<file path="src/rtl/mbp_pkg.sv">
// shared constants and types of the msb-first bit packer
package mbp_pkg;

    localparam int VALUE_W            = 64;
    localparam int COUNT_W            = 7;
    localparam int KIND_W             = 3;
    localparam int MAX_FIELD_BITS_DEF = 64;

    localparam logic [KIND_W-1:0] KIND_RAW   = 3'd0;
    localparam logic [KIND_W-1:0] KIND_BCD   = 3'd1;
    localparam logic [KIND_W-1:0] KIND_SBCD  = 3'd2;
    localparam logic [KIND_W-1:0] KIND_SMAG  = 3'd3;
    localparam logic [KIND_W-1:0] KIND_INT   = 3'd4;
    localparam logic [KIND_W-1:0] KIND_ALIGN = 3'd5;
    localparam logic [KIND_W-1:0] KIND_FIN   = 3'd6;
    localparam logic [KIND_W-1:0] KIND_CLR   = 3'd7;

    localparam logic [1:0] ERR_NONE  = 2'd0;
    localparam logic [1:0] ERR_WIDTH = 2'd1;
    localparam logic [1:0] ERR_RANGE = 2'd2;

    typedef struct packed {
        logic clear;
        logic shift;
        logic din;
    } t_conv_ctl;

endpackage

</file>
<file path="src/rtl/mbp_bcd_conv.sv">
// bit-serial binary to bcd converter with sticky overflow
module mbp_bcd_conv #(
    parameter int DIGITS = mbp_pkg::MAX_FIELD_BITS_DEF / 4
) (
    input  logic                  i_clk,
    input  mbp_pkg::t_conv_ctl    i_ctl,
    output logic [4*DIGITS-1:0]   o_bcd,
    output logic                  o_ovf
);
    import mbp_pkg::*;

    localparam int BCD_W = 4 * DIGITS;

    logic [BCD_W-1:0] r_bcd, n_bcd, w_adj;
    logic             r_ovf, n_ovf;

    always_comb begin
        logic [3:0] dig;
        dig = 4'd0;
        for (int d = 0; d < DIGITS; d++) begin
            dig = r_bcd[4*d +: 4];
            w_adj[4*d +: 4] = (dig >= 4'd5) ? dig + 4'd3 : dig;
        end
    end

    always_comb begin
        n_bcd = r_bcd;
        n_ovf = r_ovf;
        if (i_ctl.clear) begin
            n_bcd = '0;
            n_ovf = 1'b0;
        end else if (i_ctl.shift) begin
            n_ovf = r_ovf | w_adj[BCD_W-1];
            n_bcd = {w_adj[BCD_W-2:0], i_ctl.din};
        end
    end

    always_ff @(posedge i_clk) begin
        r_bcd <= n_bcd;
        r_ovf <= n_ovf;
    end

    assign o_bcd = r_bcd;
    assign o_ovf = r_ovf;

endmodule

</file>
<file path="src/rtl/msb_first_bit_packer_bcd.sv">
// msb-first bit packer with bcd, sign-magnitude and aligned integer fields
//
// s_axis takes one command word: tuser holds kind and byte order, tdata holds
// the operand and the field width. one command is worked at a time; tready is
// high only while no command is in progress.
// m_axis gives the packed stream one byte per word, tlast on the final word a
// command causes, tuser flags a real byte, frame end and the finish status.
// steps per command, from acceptance until ready again:
//   raw bits: one bit packed per cycle while the output register is free
//   sign-magnitude: a range check state, then the bits as for raw
//   bcd and signed bcd: the converter shifts all 64 operand bits, then range check and bits
//   aligned integer: a pad state, then one byte per cycle while the output register is free
//   byte align: pad state; finish: finish state; clear, bad width or a write in error: none
// a byte appears in the output register in the cycle after the bit that completes it
// reset empties the partial byte, clears the error and the output valid flag.
// while the receiver stalls, the steps that may emit a word halt and the held word
// stays unchanged; no byte is lost or duplicated.
module msb_first_bit_packer_bcd #(
    parameter int MAX_FIELD_BITS = mbp_pkg::MAX_FIELD_BITS_DEF
) (
    input  logic        i_clk,
    input  logic        i_rst_n,
    input  logic        s_axis_tvalid,
    output logic        s_axis_tready,
    input  logic [71:0] s_axis_tdata,   // value[63:0], count[70:64], zero fill
    input  logic [3:0]  s_axis_tuser,   // kind[2:0], big_endian[3]
    output logic        m_axis_tvalid,
    input  logic        m_axis_tready,
    output logic [7:0]  m_axis_tdata,   // out_byte[7:0]
    output logic        m_axis_tlast,
    output logic [3:0]  m_axis_tuser    // byte_valid[0], frame_end[1], status[3:2]
);
    import mbp_pkg::*;

    localparam int DIGITS = MAX_FIELD_BITS / 4;
    localparam int BCD_W  = 4 * DIGITS;
    localparam int IDX_W  = $clog2(VALUE_W);
    localparam logic [COUNT_W-1:0] MAXC = COUNT_W'(MAX_FIELD_BITS);

    localparam logic [2:0] ST_IDLE  = 3'd0;
    localparam logic [2:0] ST_CONV  = 3'd1;
    localparam logic [2:0] ST_CHK   = 3'd2;
    localparam logic [2:0] ST_BITS  = 3'd3;
    localparam logic [2:0] ST_PAD   = 3'd4;
    localparam logic [2:0] ST_BYTES = 3'd5;
    localparam logic [2:0] ST_FIN   = 3'd6;

    logic [2:0]         r_state, n_state;
    logic [7:0]         r_pend, n_pend;
    logic [2:0]         r_fill, n_fill;
    logic [1:0]         r_err, n_err;
    logic [VALUE_W-1:0] r_src, n_src;
    logic [COUNT_W-1:0] r_left, n_left;
    logic [COUNT_W-1:0] r_lim, n_lim;
    logic [3:0]         r_nb, n_nb;
    logic               r_big, n_big;
    logic               r_sgn, n_sgn;
    logic               r_isbcd, n_isbcd;
    logic [IDX_W-1:0]   r_step, n_step;

    logic               r_ovalid;
    logic [7:0]         r_obyte, n_obyte;
    logic               r_olast, n_olast;
    logic [3:0]         r_ouser, n_ouser;
    logic               n_emit;

    logic [KIND_W-1:0]  w_kind;
    logic [VALUE_W-1:0] w_value, w_mag;
    logic [COUNT_W-1:0] w_cnt;
    logic               w_neg, w_acc, w_free;
    logic [BCD_W-1:0]   w_bcd;
    logic               w_ovf;
    t_conv_ctl          w_ctl;

    assign w_kind  = s_axis_tuser[2:0];
    assign w_value = s_axis_tdata[VALUE_W-1:0];
    assign w_cnt   = s_axis_tdata[VALUE_W +: COUNT_W];
    assign w_neg   = w_value[VALUE_W-1];
    assign w_mag   = w_neg ? (~w_value + VALUE_W'(1)) : w_value;
    assign w_acc   = s_axis_tvalid & s_axis_tready;
    assign w_free  = ~r_ovalid | m_axis_tready;

    assign s_axis_tready = (r_state == ST_IDLE);

    mbp_bcd_conv #(
        .DIGITS(DIGITS)
    ) u_conv (
        .i_clk (i_clk),
        .i_ctl (w_ctl),
        .o_bcd (w_bcd),
        .o_ovf (w_ovf)
    );

    always_comb begin
        logic             bad;
        logic             bit_in;
        logic [7:0]       pend;
        logic [IDX_W-1:0] idx;
        logic [2:0]       bi;

        bad     = 1'b0;
        bit_in  = 1'b0;
        pend    = r_pend;
        idx     = IDX_W'(r_left - COUNT_W'(1));
        bi      = 3'd0;

        n_state = r_state;
        n_pend  = r_pend;
        n_fill  = r_fill;
        n_err   = r_err;
        n_src   = r_src;
        n_left  = r_left;
        n_lim   = r_lim;
        n_nb    = r_nb;
        n_big   = r_big;
        n_sgn   = r_sgn;
        n_isbcd = r_isbcd;
        n_step  = r_step;
        n_emit  = 1'b0;
        n_obyte = 8'd0;
        n_olast = 1'b0;
        n_ouser = 4'd0;
        w_ctl   = '{clear: 1'b0, shift: 1'b0, din: r_src[VALUE_W-1]};

        case (r_state)
            ST_IDLE: begin
                if (w_acc) begin
                    n_src   = w_value;
                    n_left  = w_cnt;
                    n_lim   = w_cnt - COUNT_W'(1);
                    n_sgn   = 1'b0;
                    n_isbcd = 1'b0;
                    n_big   = s_axis_tuser[3];
                    n_step  = IDX_W'(VALUE_W - 1);
                    if (w_kind == KIND_CLR) begin
                        n_pend = 8'd0;
                        n_fill = 3'd0;
                        n_err  = ERR_NONE;
                    end else if (w_kind == KIND_FIN) begin
                        n_state = ST_FIN;
                    end else if (r_err == ERR_NONE) begin
                        case (w_kind)
                            KIND_RAW: begin
                                if (w_cnt > MAXC) begin
                                    n_err = ERR_WIDTH;
                                end else if (w_cnt != '0) begin
                                    n_state = ST_BITS;
                                end
                            end
                            KIND_BCD: begin
                                if (w_cnt[1:0] != 2'd0 || w_cnt > MAXC) begin
                                    n_err = ERR_WIDTH;
                                end else if (w_cnt != '0) begin
                                    n_lim       = w_cnt;
                                    n_isbcd     = 1'b1;
                                    w_ctl.clear = 1'b1;
                                    n_state     = ST_CONV;
                                end
                            end
                            KIND_SBCD: begin
                                if (w_cnt < 7'd5 || w_cnt[1:0] != 2'd1 || w_cnt > 7'd61 ||
                                    w_cnt > MAXC) begin
                                    n_err = ERR_WIDTH;
                                end else begin
                                    n_src       = w_mag;
                                    n_sgn       = w_neg;
                                    n_isbcd     = 1'b1;
                                    w_ctl.clear = 1'b1;
                                    n_state     = ST_CONV;
                                end
                            end
                            KIND_SMAG: begin
                                if (w_cnt < 7'd2 || w_cnt > MAXC) begin
                                    n_err = ERR_WIDTH;
                                end else begin
                                    n_src   = w_mag;
                                    n_sgn   = w_neg;
                                    n_state = ST_CHK;
                                end
                            end
                            KIND_INT: begin
                                if (!(w_cnt inside {7'd8, 7'd16, 7'd32, 7'd64}) ||
                                    w_cnt > MAXC) begin
                                    n_err = ERR_WIDTH;
                                end else begin
                                    n_left  = COUNT_W'(w_cnt[COUNT_W-1:3]);
                                    n_nb    = w_cnt[COUNT_W-1:3];
                                    n_state = ST_PAD;
                                end
                            end
                            default: begin
                                n_left  = '0;
                                n_state = ST_PAD;
                            end
                        endcase
                    end
                end
            end
            ST_CONV: begin
                w_ctl.shift = 1'b1;
                n_src       = {r_src[VALUE_W-2:0], 1'b0};
                n_step      = r_step - IDX_W'(1);
                if (r_step == '0) begin
                    n_state = ST_CHK;
                end
            end
            ST_CHK: begin
                if (r_isbcd) begin
                    bad = w_ovf;
                    for (int i = 0; i < BCD_W; i++) begin
                        if (w_bcd[i] && COUNT_W'(i) >= r_lim) begin
                            bad = 1'b1;
                        end
                    end
                    n_src = VALUE_W'(w_bcd);
                end else begin
                    for (int i = 0; i < VALUE_W; i++) begin
                        if (r_src[i] && COUNT_W'(i) >= r_lim) begin
                            bad = 1'b1;
                        end
                    end
                end
                if (bad) begin
                    n_err   = ERR_RANGE;
                    n_state = ST_IDLE;
                end else begin
                    n_state = ST_BITS;
                end
            end
            ST_BITS: begin
                if (w_free) begin
                    bit_in = r_sgn | r_src[idx];
                    n_sgn  = 1'b0;
                    pend   = r_pend | (8'(bit_in) << (3'd7 - r_fill));
                    n_fill = r_fill + 3'd1;
                    n_pend = pend;
                    if (r_fill == 3'd7) begin
                        n_emit  = 1'b1;
                        n_obyte = pend;
                        n_olast = (r_left <= 7'd8);
                        n_ouser = 4'b0001;
                        n_pend  = 8'd0;
                    end
                    n_left = r_left - COUNT_W'(1);
                    if (r_left == 7'd1) begin
                        n_state = ST_IDLE;
                    end
                end
            end
            ST_PAD: begin
                if (r_fill == 3'd0) begin
                    n_state = (r_left == '0) ? ST_IDLE : ST_BYTES;
                end else if (w_free) begin
                    n_emit  = 1'b1;
                    n_obyte = r_pend;
                    n_olast = (r_left == '0);
                    n_ouser = 4'b0001;
                    n_pend  = 8'd0;
                    n_fill  = 3'd0;
                    n_state = (r_left == '0) ? ST_IDLE : ST_BYTES;
                end
            end
            ST_BYTES: begin
                if (w_free) begin
                    bi      = r_big ? 3'(r_left - COUNT_W'(1)) : 3'(COUNT_W'(r_nb) - r_left);
                    n_emit  = 1'b1;
                    n_obyte = r_src[{bi, 3'b000} +: 8];
                    n_olast = (r_left == 7'd1);
                    n_ouser = 4'b0001;
                    n_left  = r_left - COUNT_W'(1);
                    if (r_left == 7'd1) begin
                        n_state = ST_IDLE;
                    end
                end
            end
            ST_FIN: begin
                if (w_free) begin
                    n_emit  = 1'b1;
                    n_olast = 1'b1;
                    if (r_err == ERR_NONE && r_fill != 3'd0) begin
                        n_obyte = r_pend;
                        n_ouser = {r_err, 2'b11};
                    end else begin
                        n_ouser = {r_err, 2'b10};
                    end
                    n_pend  = 8'd0;
                    n_fill  = 3'd0;
                    n_err   = ERR_NONE;
                    n_state = ST_IDLE;
                end
            end
            default: begin
                n_state = ST_IDLE;
            end
        endcase
    end

    always_ff @(posedge i_clk) begin
        if (!i_rst_n) begin
            r_state  <= ST_IDLE;
            r_pend   <= 8'd0;
            r_fill   <= 3'd0;
            r_err    <= ERR_NONE;
            r_ovalid <= 1'b0;
        end else begin
            r_state <= n_state;
            r_pend  <= n_pend;
            r_fill  <= n_fill;
            r_err   <= n_err;
            if (n_emit) begin
                r_ovalid <= 1'b1;
            end else if (m_axis_tready) begin
                r_ovalid <= 1'b0;
            end
        end
    end

    always_ff @(posedge i_clk) begin
        r_src   <= n_src;
        r_left  <= n_left;
        r_lim   <= n_lim;
        r_nb    <= n_nb;
        r_big   <= n_big;
        r_sgn   <= n_sgn;
        r_isbcd <= n_isbcd;
        r_step  <= n_step;
        if (n_emit) begin
            r_obyte <= n_obyte;
            r_olast <= n_olast;
            r_ouser <= n_ouser;
        end
    end

    assign m_axis_tvalid = r_ovalid;
    assign m_axis_tdata  = r_obyte;
    assign m_axis_tlast  = r_olast;
    assign m_axis_tuser  = r_ouser;

    // a word without a real byte carries zeros
    a_empty_zero: assert property (@(posedge i_clk) disable iff (!i_rst_n)
        m_axis_tvalid && !m_axis_tuser[0] |-> m_axis_tdata == 8'd0)
        else $error("empty word carries data");

    // frame end always closes the command
    a_fin_last: assert property (@(posedge i_clk) disable iff (!i_rst_n)
        m_axis_tvalid && m_axis_tuser[1] |-> m_axis_tlast)
        else $error("frame end without tlast");

    // status only reported on frame end
    a_status_fin: assert property (@(posedge i_clk) disable iff (!i_rst_n)
        m_axis_tvalid && m_axis_tuser[3:2] != 2'd0 |-> m_axis_tuser[1])
        else $error("status outside frame end");

    // partial byte holds while no command runs
    a_idle_hold: assert property (@(posedge i_clk) disable iff (!i_rst_n)
        r_state == ST_IDLE && !w_acc |=> $stable(r_fill) && $stable(r_pend))
        else $error("partial byte changed while idle");

endmodule
</file>
<file path="config.mk">
export PLATFORM = sky130hd
export DESIGN_NAME = msb_first_bit_packer_bcd
export DESIGN_NICKNAME = d
export VERILOG_FILES = /design/src/rtl/mbp_pkg.sv /design/src/rtl/mbp_bcd_conv.sv /design/src/rtl/msb_first_bit_packer_bcd.sv
export SDC_FILE = /design/constraint.sdc
export NUM_CORES = 1
export LEC_CHECK = 0
export BUFFER_PORTS_ARGS = -buffer_cell sky130_fd_sc_hd__buf_4
export CORE_ASPECT_RATIO = 0.9
export CORE_MARGIN = 2
export CORE_UTILIZATION = 65
export CTS_BUF_LIST = sky130_fd_sc_hd__clkbuf_8
export CTS_CLUSTER_DIAMETER = 60
export DETAILED_ROUTE_END_ITERATION = 16
export HOLD_SLACK_MARGIN = 0.08
export PLACE_DENSITY = 0.87
export SYNTH_ARGS = -nofsm -noshare
export SYNTH_HDL_FRONTEND = slang
export SYNTH_SLANG_ARGS = --single-unit
</file>
<file path="constraint.sdc">
create_clock -name i_clk -period 8.27 [get_ports i_clk]
set_input_delay 1.654 -clock i_clk [delete_from_list [all_inputs] [get_ports i_clk]]
set_output_delay 1.654 -clock i_clk [all_outputs]
set_load 0.005 [all_outputs]
</file>
==> results of run 1 <==
-- power groups by stage --
stage	clock network, mW	logic (mW)	registers (mW)
floorplan	0	2.14	1.72
global placement	0	2.78	2.06
detailed placement	0	2.86	2.06
CTS	0.637	2.88	2.04
global route	0.670	3.18	2.10
finish	0.640	2.99	2.11
-- layer usage --
metal,share of wire (%),track usage (%)
met1,37,59.6
met2,42,66.1
met3,14,11.5
met4,5.9,22.4
met5,0.084,0
-- cell type report --
cell class                 count  area [um^2]  area share, %
clock inverter                15          151          0.988
tap                          291          364           2.38
multi-input combinational   1338         8710           56.9
timing repair buffer         118          886           5.78
clock buffer                  17          234           1.53
inverter                      64          240           1.57
sequential                   185         4740           30.9
-- Yosys cell counts (13+ instances only) --
cell      number
nor2_1       203
a21oi_1      177
o21ai_0      173
nand2_1      109
edfxtp_1     103
clkbuf_1      97
dfxtp_1       82
xor2_1        73
inv_1         61
nor3_1        59
nand3_1       47
ha_1          44
a22oi_1       41
mux4_2        36
xnor2_1       34
a31oi_1       33
nand2b_1      27
nand4_1       26
o31ai_1       17
and2_1        13
mux2i_1       13
o211ai_1      13
-- cell usage in the layout (no fill, tap or decap), types with 10 or more instances in the layout --
| cell | n |
|---|---|
| o21ai_0 | 173 |
| nand3_1 | 47 |
| inv_1 | 62 |
| a211oi_1 | 10 |
| a22oi_1 | 41 |
| mux4_2 | 36 |
| buf_4 | 118 |
| nor2_1 | 200 |
| nor4_1 | 12 |
| a31oi_1 | 33 |
| nand2_1 | 108 |
| and2_1 | 13 |
| ha_1 | 44 |
| o211ai_1 | 13 |
| nand4_1 | 26 |
| nand2b_1 | 27 |
| o22ai_1 | 11 |
| clkbuf_8 | 17 |
| xnor2_1 | 34 |
| nor3_1 | 58 |
| a21oi_1 | 176 |
| nor2b_1 | 12 |
| o31ai_1 | 17 |
| mux2i_1 | 12 |
| a221oi_1 | 10 |
| xor2_1 | 73 |
| edfxtp_1 | 103 |
| dfxtp_1 | 81 |
-- kinds of logic (layout without fill, tap and decap cells) --
logic type                 after synthesis  after routing  share of synthesized area, %
AOI/OAI and AO/OA                      569            569                          24.7
and+or+nand+nor                        567            567                          19.4
DFF                                    185            185                          33.6
buffers and inverters                  177            214                          4.80
xor gates and xnor gates               107            107                          6.66
muxes                                   50             50                          6.77
adders and majority gates               45             45                          4.05
-- registers in the layout, summed over array words and instances (netlist names), 2 cells and up --
name / flops
m_axis_tdata: 8
r_err: 2
r_nb: 3
r_step: 6
r_fill: 3
r_src: 64
r_left: 7
r_pend: 8
m_axis_tuser: 4
r_state: 3
u_conv.o_bcd: 64
r_lim: 7
-- path summary, 6_finish.rpt --
kind,from,end
max,s_axis_tdata[69],r_src[35]
min,r_pend[0],r_pend[0]
max reg2reg,r_state[1],r_err[1]
min reg2reg,r_pend[0],r_pend[0]
-- worst max-delay path: cells and delay by family --
kind | cells | cell delay (ns)
AO/OA/AOI/OAI | 2 | 0.50
AND/OR/NAND/NOR | 5 | 2.55
buffers and inverters | 1 | 0.15
XOR/XNOR | 1 | 0.18
-- per-stage QoR --
stage	utilization, %	cell area (um^2)	std cells	hold slack (ns)	setup slack, ns
6_report	71.5	15300	2028	0.468	3.49
4_1_cts	71.5	15300	2028	0.468	3.65
3_5_place_dp	69.7	14900	1996	0.445	3.10
2_1_floorplan	-	14100	1700	0.425	3.29
5_1_grt	71.5	15300	2028	0.494	3.34
3_3_place_gp	69.7	14900	1996	0.436	3.26
==> flow_summary.ini, run 1 <==
[run_status]
status = completed

[sta]
final_hold_viol_count = 0
finalSetupTns_ns = 0
slew_headroom_pct = 22.3
period_needed_ns = 4.78
worst_slew_pin_slew_ns = 1.16
slew_violations = 0
grt_setup_unrepaired = no
finClkSkew_ns = 0.0181
period_share_pct = 57.8
fmax_mhz = 209
finalSetupViolations = 0

[synthesis]
ys_seq_area_share_pct = 33.6
synth_top_area_cell = edfxtp_1
synth-main-ff-cell = edfxtp_1
synth_fp_nets = 1825
ys_types = 82
synth_edf_count = 103
ys_warn_count = 0
syn_area_mm2 = 0.0141
netlist.area_leader.share_pct = 22.0
async_flop_share_pct = 0
synth_area_leaders = edfxtp_1 (22%), dfxtp_1 (12%), a21oi_1 (6.3%), o21ai_0 (6.2%), mux4_2 (5.8%)
ys_ff_latch = 185
avgSynthCellArea_um2 = 8.28
syn-instance-count = 1700

[cts]
clkLatencyLatePin_ns = 0.50
clk_pin_slew_ns = 0.10
cts_sinks = 185
clockBufferDepth = 2
cts-hold-fix-buffers = 0
htreeDepth = 4
cts_buffers = 17
cts_tree = done
cts-root-buf = clkbuf_8
post_cts.repair.setup_buffers = 0
post_cts_resized = 0

[final_layout]
drive_gt1_share_pct = 12.6
fill_cells = 1695
final_nets = 1849
areaGrowthSynthToFinish_pct = 8.89
diodes = 0

[global_route]
first_global_vias = 12866
grt_pass1_wl_um = 76600
track_usage_pct = 44.2
antenna_found_initial = 1
overflow = 0
grt_start_max_net_pins = 86

[pwr]
leakage_nw = 5.45
p_seq_share_pct = 36.7
intPower_mw = 2.89
power_frac_clock_pct = 11.2
ir_worst_vdd_mv = 0.235
combPwrFrac_pct = 52.1
switching_share_pct = 49.7
power_mw = 5.74
switchingPower_mw = 2.85
p_per_area_mw_per_mm2 = 375

[setup_path]
crit_top_cell = or3_1
crit_chain = buf_4 -> or3_1 -> nor4_1 -> or3_1 -> nand3_1 -> a21oi_1 -> xnor2_1 -> a221oi_1 -> and2_1
reg2reg_depth = 8
cp-start-kind = input port
end_kind = flop
cp_slowest_cell = or3_1
arrival_ns = 5.03
crit_fanout = 23
crit_path_max_incr_delay_ns = 0.81
ff2ff_setup_slack_ns = 3.78
worst-setup-path-type = input port to flop
cp_data_required_time_ns = 8.52

[job]
cap_violations = 0

[hold_path]
hold_class = flop to flop
holdPathStages = 2

[route]
antenna_left = 0
via_count = 14634
routed_via_density = 7.22
avgRoutedWirePerCell_um = 25.3
drc = 0
dr.pass1.iters = 7
drt_iter0_drc = 2339
drt-total-wl_um = 51400

[die]
die_w_um = 159
initial_core_util_pct = 65.6
boundaryPins = 95
die_h_um = 144
dieArea_mm2 = 0.0228
rows = 51
coreArea_mm2 = 0.0214

[place]
dpl.hpwl_um = 37300
port_buffers = 93
routabilityCongestion = 1.04
No activity file was read; power rests on OpenSTA's default activity.
==> run 2, diff against run 1 <==
--- a/config.mk
+++ b/config.mk
@@ -5,15 +5,16 @@
 export SDC_FILE = /design/constraint.sdc
 export NUM_CORES = 1
 export LEC_CHECK = 0
+export ABC_AREA = 1
 export BUFFER_PORTS_ARGS = -buffer_cell sky130_fd_sc_hd__buf_4
 export CORE_ASPECT_RATIO = 0.9
 export CORE_MARGIN = 2
-export CORE_UTILIZATION = 65
+export CORE_UTILIZATION = 58
 export CTS_BUF_LIST = sky130_fd_sc_hd__clkbuf_8
 export CTS_CLUSTER_DIAMETER = 60
 export DETAILED_ROUTE_END_ITERATION = 16
 export HOLD_SLACK_MARGIN = 0.08
-export PLACE_DENSITY = 0.87
+export PLACE_DENSITY = 0.82
 export SYNTH_ARGS = -nofsm -noshare
 export SYNTH_HDL_FRONTEND = slang
 export SYNTH_SLANG_ARGS = --single-unit
==> constraint.sdc (replaced) <==
create_clock -name i_clk -period 3.9 [get_ports i_clk]
set_input_delay 0.78 -clock i_clk [delete_from_list [all_inputs] [get_ports i_clk]]
set_output_delay 0.78 -clock i_clk [all_outputs]
set_load 0.005 [all_outputs]
==> flow_summary.ini, run 2 <==
[synthesis]
async_flop_share_pct = 0
netlist.area_leader.share_pct = 20.2
syn-instance-count = 2354
synth_most_common_cell = nand2_1
avgSynthCellArea_um2 = 6.52
synth-main-ff-cell = edfxtp_1
synth_area_leaders = edfxtp_1 (20%), nand2_1 (13%), dfxtp_1 (11%), nor2_1 (8.0%), inv_1 (7.5%)
ys_top_cells_by_count = nand2_1 (528), nor2_1 (328), inv_1 (308)
ys_warn_count = 0
synth_top_area_cell = edfxtp_1
ys_types = 63
ys_ff_latch = 185
ys_seq_area_share_pct = 30.8
syn_area_mm2 = 0.0153
synth_fp_nets = 2479
synth_edf_count = 103

[place]
routabilityCongestion = 1.06
dpl.hpwl_um = 46700
port_buffers = 93

[setup_path]
arrival_ns = 3.71
crit_fanout = 24
worst-setup-path-type = flop to flop
end_kind = flop
cp_data_required_time_ns = 4.28
cp-start-kind = flop

[sta]
final_hold_viol_count = 0
finalSetupViolations = 0
period_share_pct = 85.5
fmax_mhz = 300
slew_violations = 0
slew_headroom_pct = 34.4
finClkSkew_ns = 0.0173
worst_slew_pin_slew_ns = 0.984
finalSetupTns_ns = 0
grt_setup_unrepaired = no
period_needed_ns = 3.34

[cts]
post_cts.repair.setup_buffers = 0
htreeDepth = 4
cts-hold-fix-buffers = 0
clk_pin_slew_ns = 0.11
clkLatencyLatePin_ns = 0.51
cts_sinks = 185
clockBufferDepth = 2
cts-root-buf = clkbuf_8
cts_tree = done
post_cts_resized = 0
cts_buffers = 17

[pwr]
p_seq_share_pct = 31.3
power_frac_clock_pct = 9.3
leakage_nw = 7.25
switchingPower_mw = 7.59
intPower_mw = 6.09
ir_worst_vdd_mv = 0.547
switching_share_pct = 55.5
combPwrFrac_pct = 59.3
p_per_area_mw_per_mm2 = 822

[route]
routed_via_density = 6.30
drt_iter0_drc = 3014
antenna_left = 0
avgRoutedWirePerCell_um = 21.8
dr.pass1.iters = 7
via_count = 17425
drt-total-wl_um = 60400
drc = 0

[job]
cap_violations = 0

[final_layout]
layout_common_cells = nand2_1 (527), nor2_1 (327), inv_1 (309), a21oi_1 (192), nand3_1 (147)
final_nets = 2529
diodes = 0
drive_gt1_share_pct = 8.94
mostFrequentLayoutCell = nand2_1
areaGrowthSynthToFinish_pct = 8.38
post-route-util_pct = 63.8

[die]
die_h_um = 158
dieArea_mm2 = 0.0278
initial_core_util_pct = 58.9
coreArea_mm2 = 0.0261
rows = 56
boundaryPins = 95
die_w_um = 175

[global_route]
overflow = 0
track_usage_pct = 42.9
antenna_found_initial = 0
grt_start_max_net_pins = 74
grt_pass1_wl_um = 90500
first_global_vias = 15535

[hold_path]
hold_class = input port to flop

[run_status]
status = completed
## run 2: cell types whose count changed after synthesis, moves of 27 or more
cell and change:
a22oi_1 -36, nand3_1 +100, nand2_1 +419, o221ai_1 +27, o21ai_0 -30, xor2_1 -47
mux4_2 -36, a31oi_1 -31, xnor2_1 -32, inv_1 +247, clkbuf_1 -44, nand2b_1 -27
o211ai_1 +30, nor2_1 +125
## run 2: worst paths after layout
kind,slack [ns],start,cells past startpoint,endpoint
setup / recovery,0.56,r_left[0],15,m_axis_tdata[7]
hold / removal,0.44,s_axis_tuser[3],1,r_big
setup reg to reg,0.56,r_left[0],15,m_axis_tdata[7]
hold reg to reg,0.49,r_err[1],2,r_err[1]
## run 2: per-stage QoR
stage               worst slack (ns)  hold WS [ns]  power, mW  instance area (um^2)  cells
floorplan                      0.886         0.441       9.04                 15400   2354
global placement               0.505         0.457       11.7                 16300   2733
detailed placement             0.446         0.468       12.0                 16300   2733
CTS                            0.767         0.429       13.2                 16600   2765
global route                   0.500         0.431       14.4                 16600   2765
finish                         0.564         0.437       13.7                 16600   2765
## run 2: critical path, cell delays in order, from the launching register on
cell	delay, ns
edfxtp_1	0.38
inv_1	0.12
ha_1	0.32
buf_4	0.33
clkinv_1	0.50
a21oi_1	0.25
o21ai_0	0.13
nand2_1	0.10
o211ai_1	0.14
nand3_1	0.12
nand3_1	0.17
nand3_2	0.21
nand4_1	0.19
nand2_1	0.10
nand2_1	0.05
nand2_1	0.07
## run 2: power groups by stage
stage | clock, mW | sequential, mW | combinational, mW
after floorplan | 0 | 3.70 | 5.34
after global placement | 0 | 4.18 | 7.49
after detailed placement | 0 | 4.21 | 7.75
after CTS | 1.27 | 4.18 | 7.79
after global routing | 1.35 | 4.29 | 8.73
final | 1.28 | 4.29 | 8.11
## run 2: final cells by class
cell class / count / area [um^2]
clock buffers: 17 / 234
repair buffers: 120 / 913
fillers: 2422 / 9430
clock inverters: 15 / 126
multi-input cells: 1765 / 9000
well taps: 348 / 435
flip-flops and latches: 185 / 4730
inverters: 315 / 1190
## run 2: logic make-up after synthesis
kind of cell               count (synthesis)  synth area share [%]
and+or+nand+nor                         1162                  32.3
buffers and inverters                    404                  10.7
adders and majority gates                 45                  3.72
DFF                                      185                  30.8
AOI/OAI and AO/OA                        529                  20.8
xor gates and xnor gates                  29                  1.70
## run 2: per-layer routing
| layer | track usage, % | part of all wire (%) | wire, um |
|---|---|---|---|
| met1 | 61.1 | 41 | 24900 |
| met2 | 62.1 | 41 | 25000 |
| met3 | 9.29 | 13 | 7670 |
| met4 | 19.7 | 4.7 | 2830 |
| met5 | 0 | 0 | 0 |
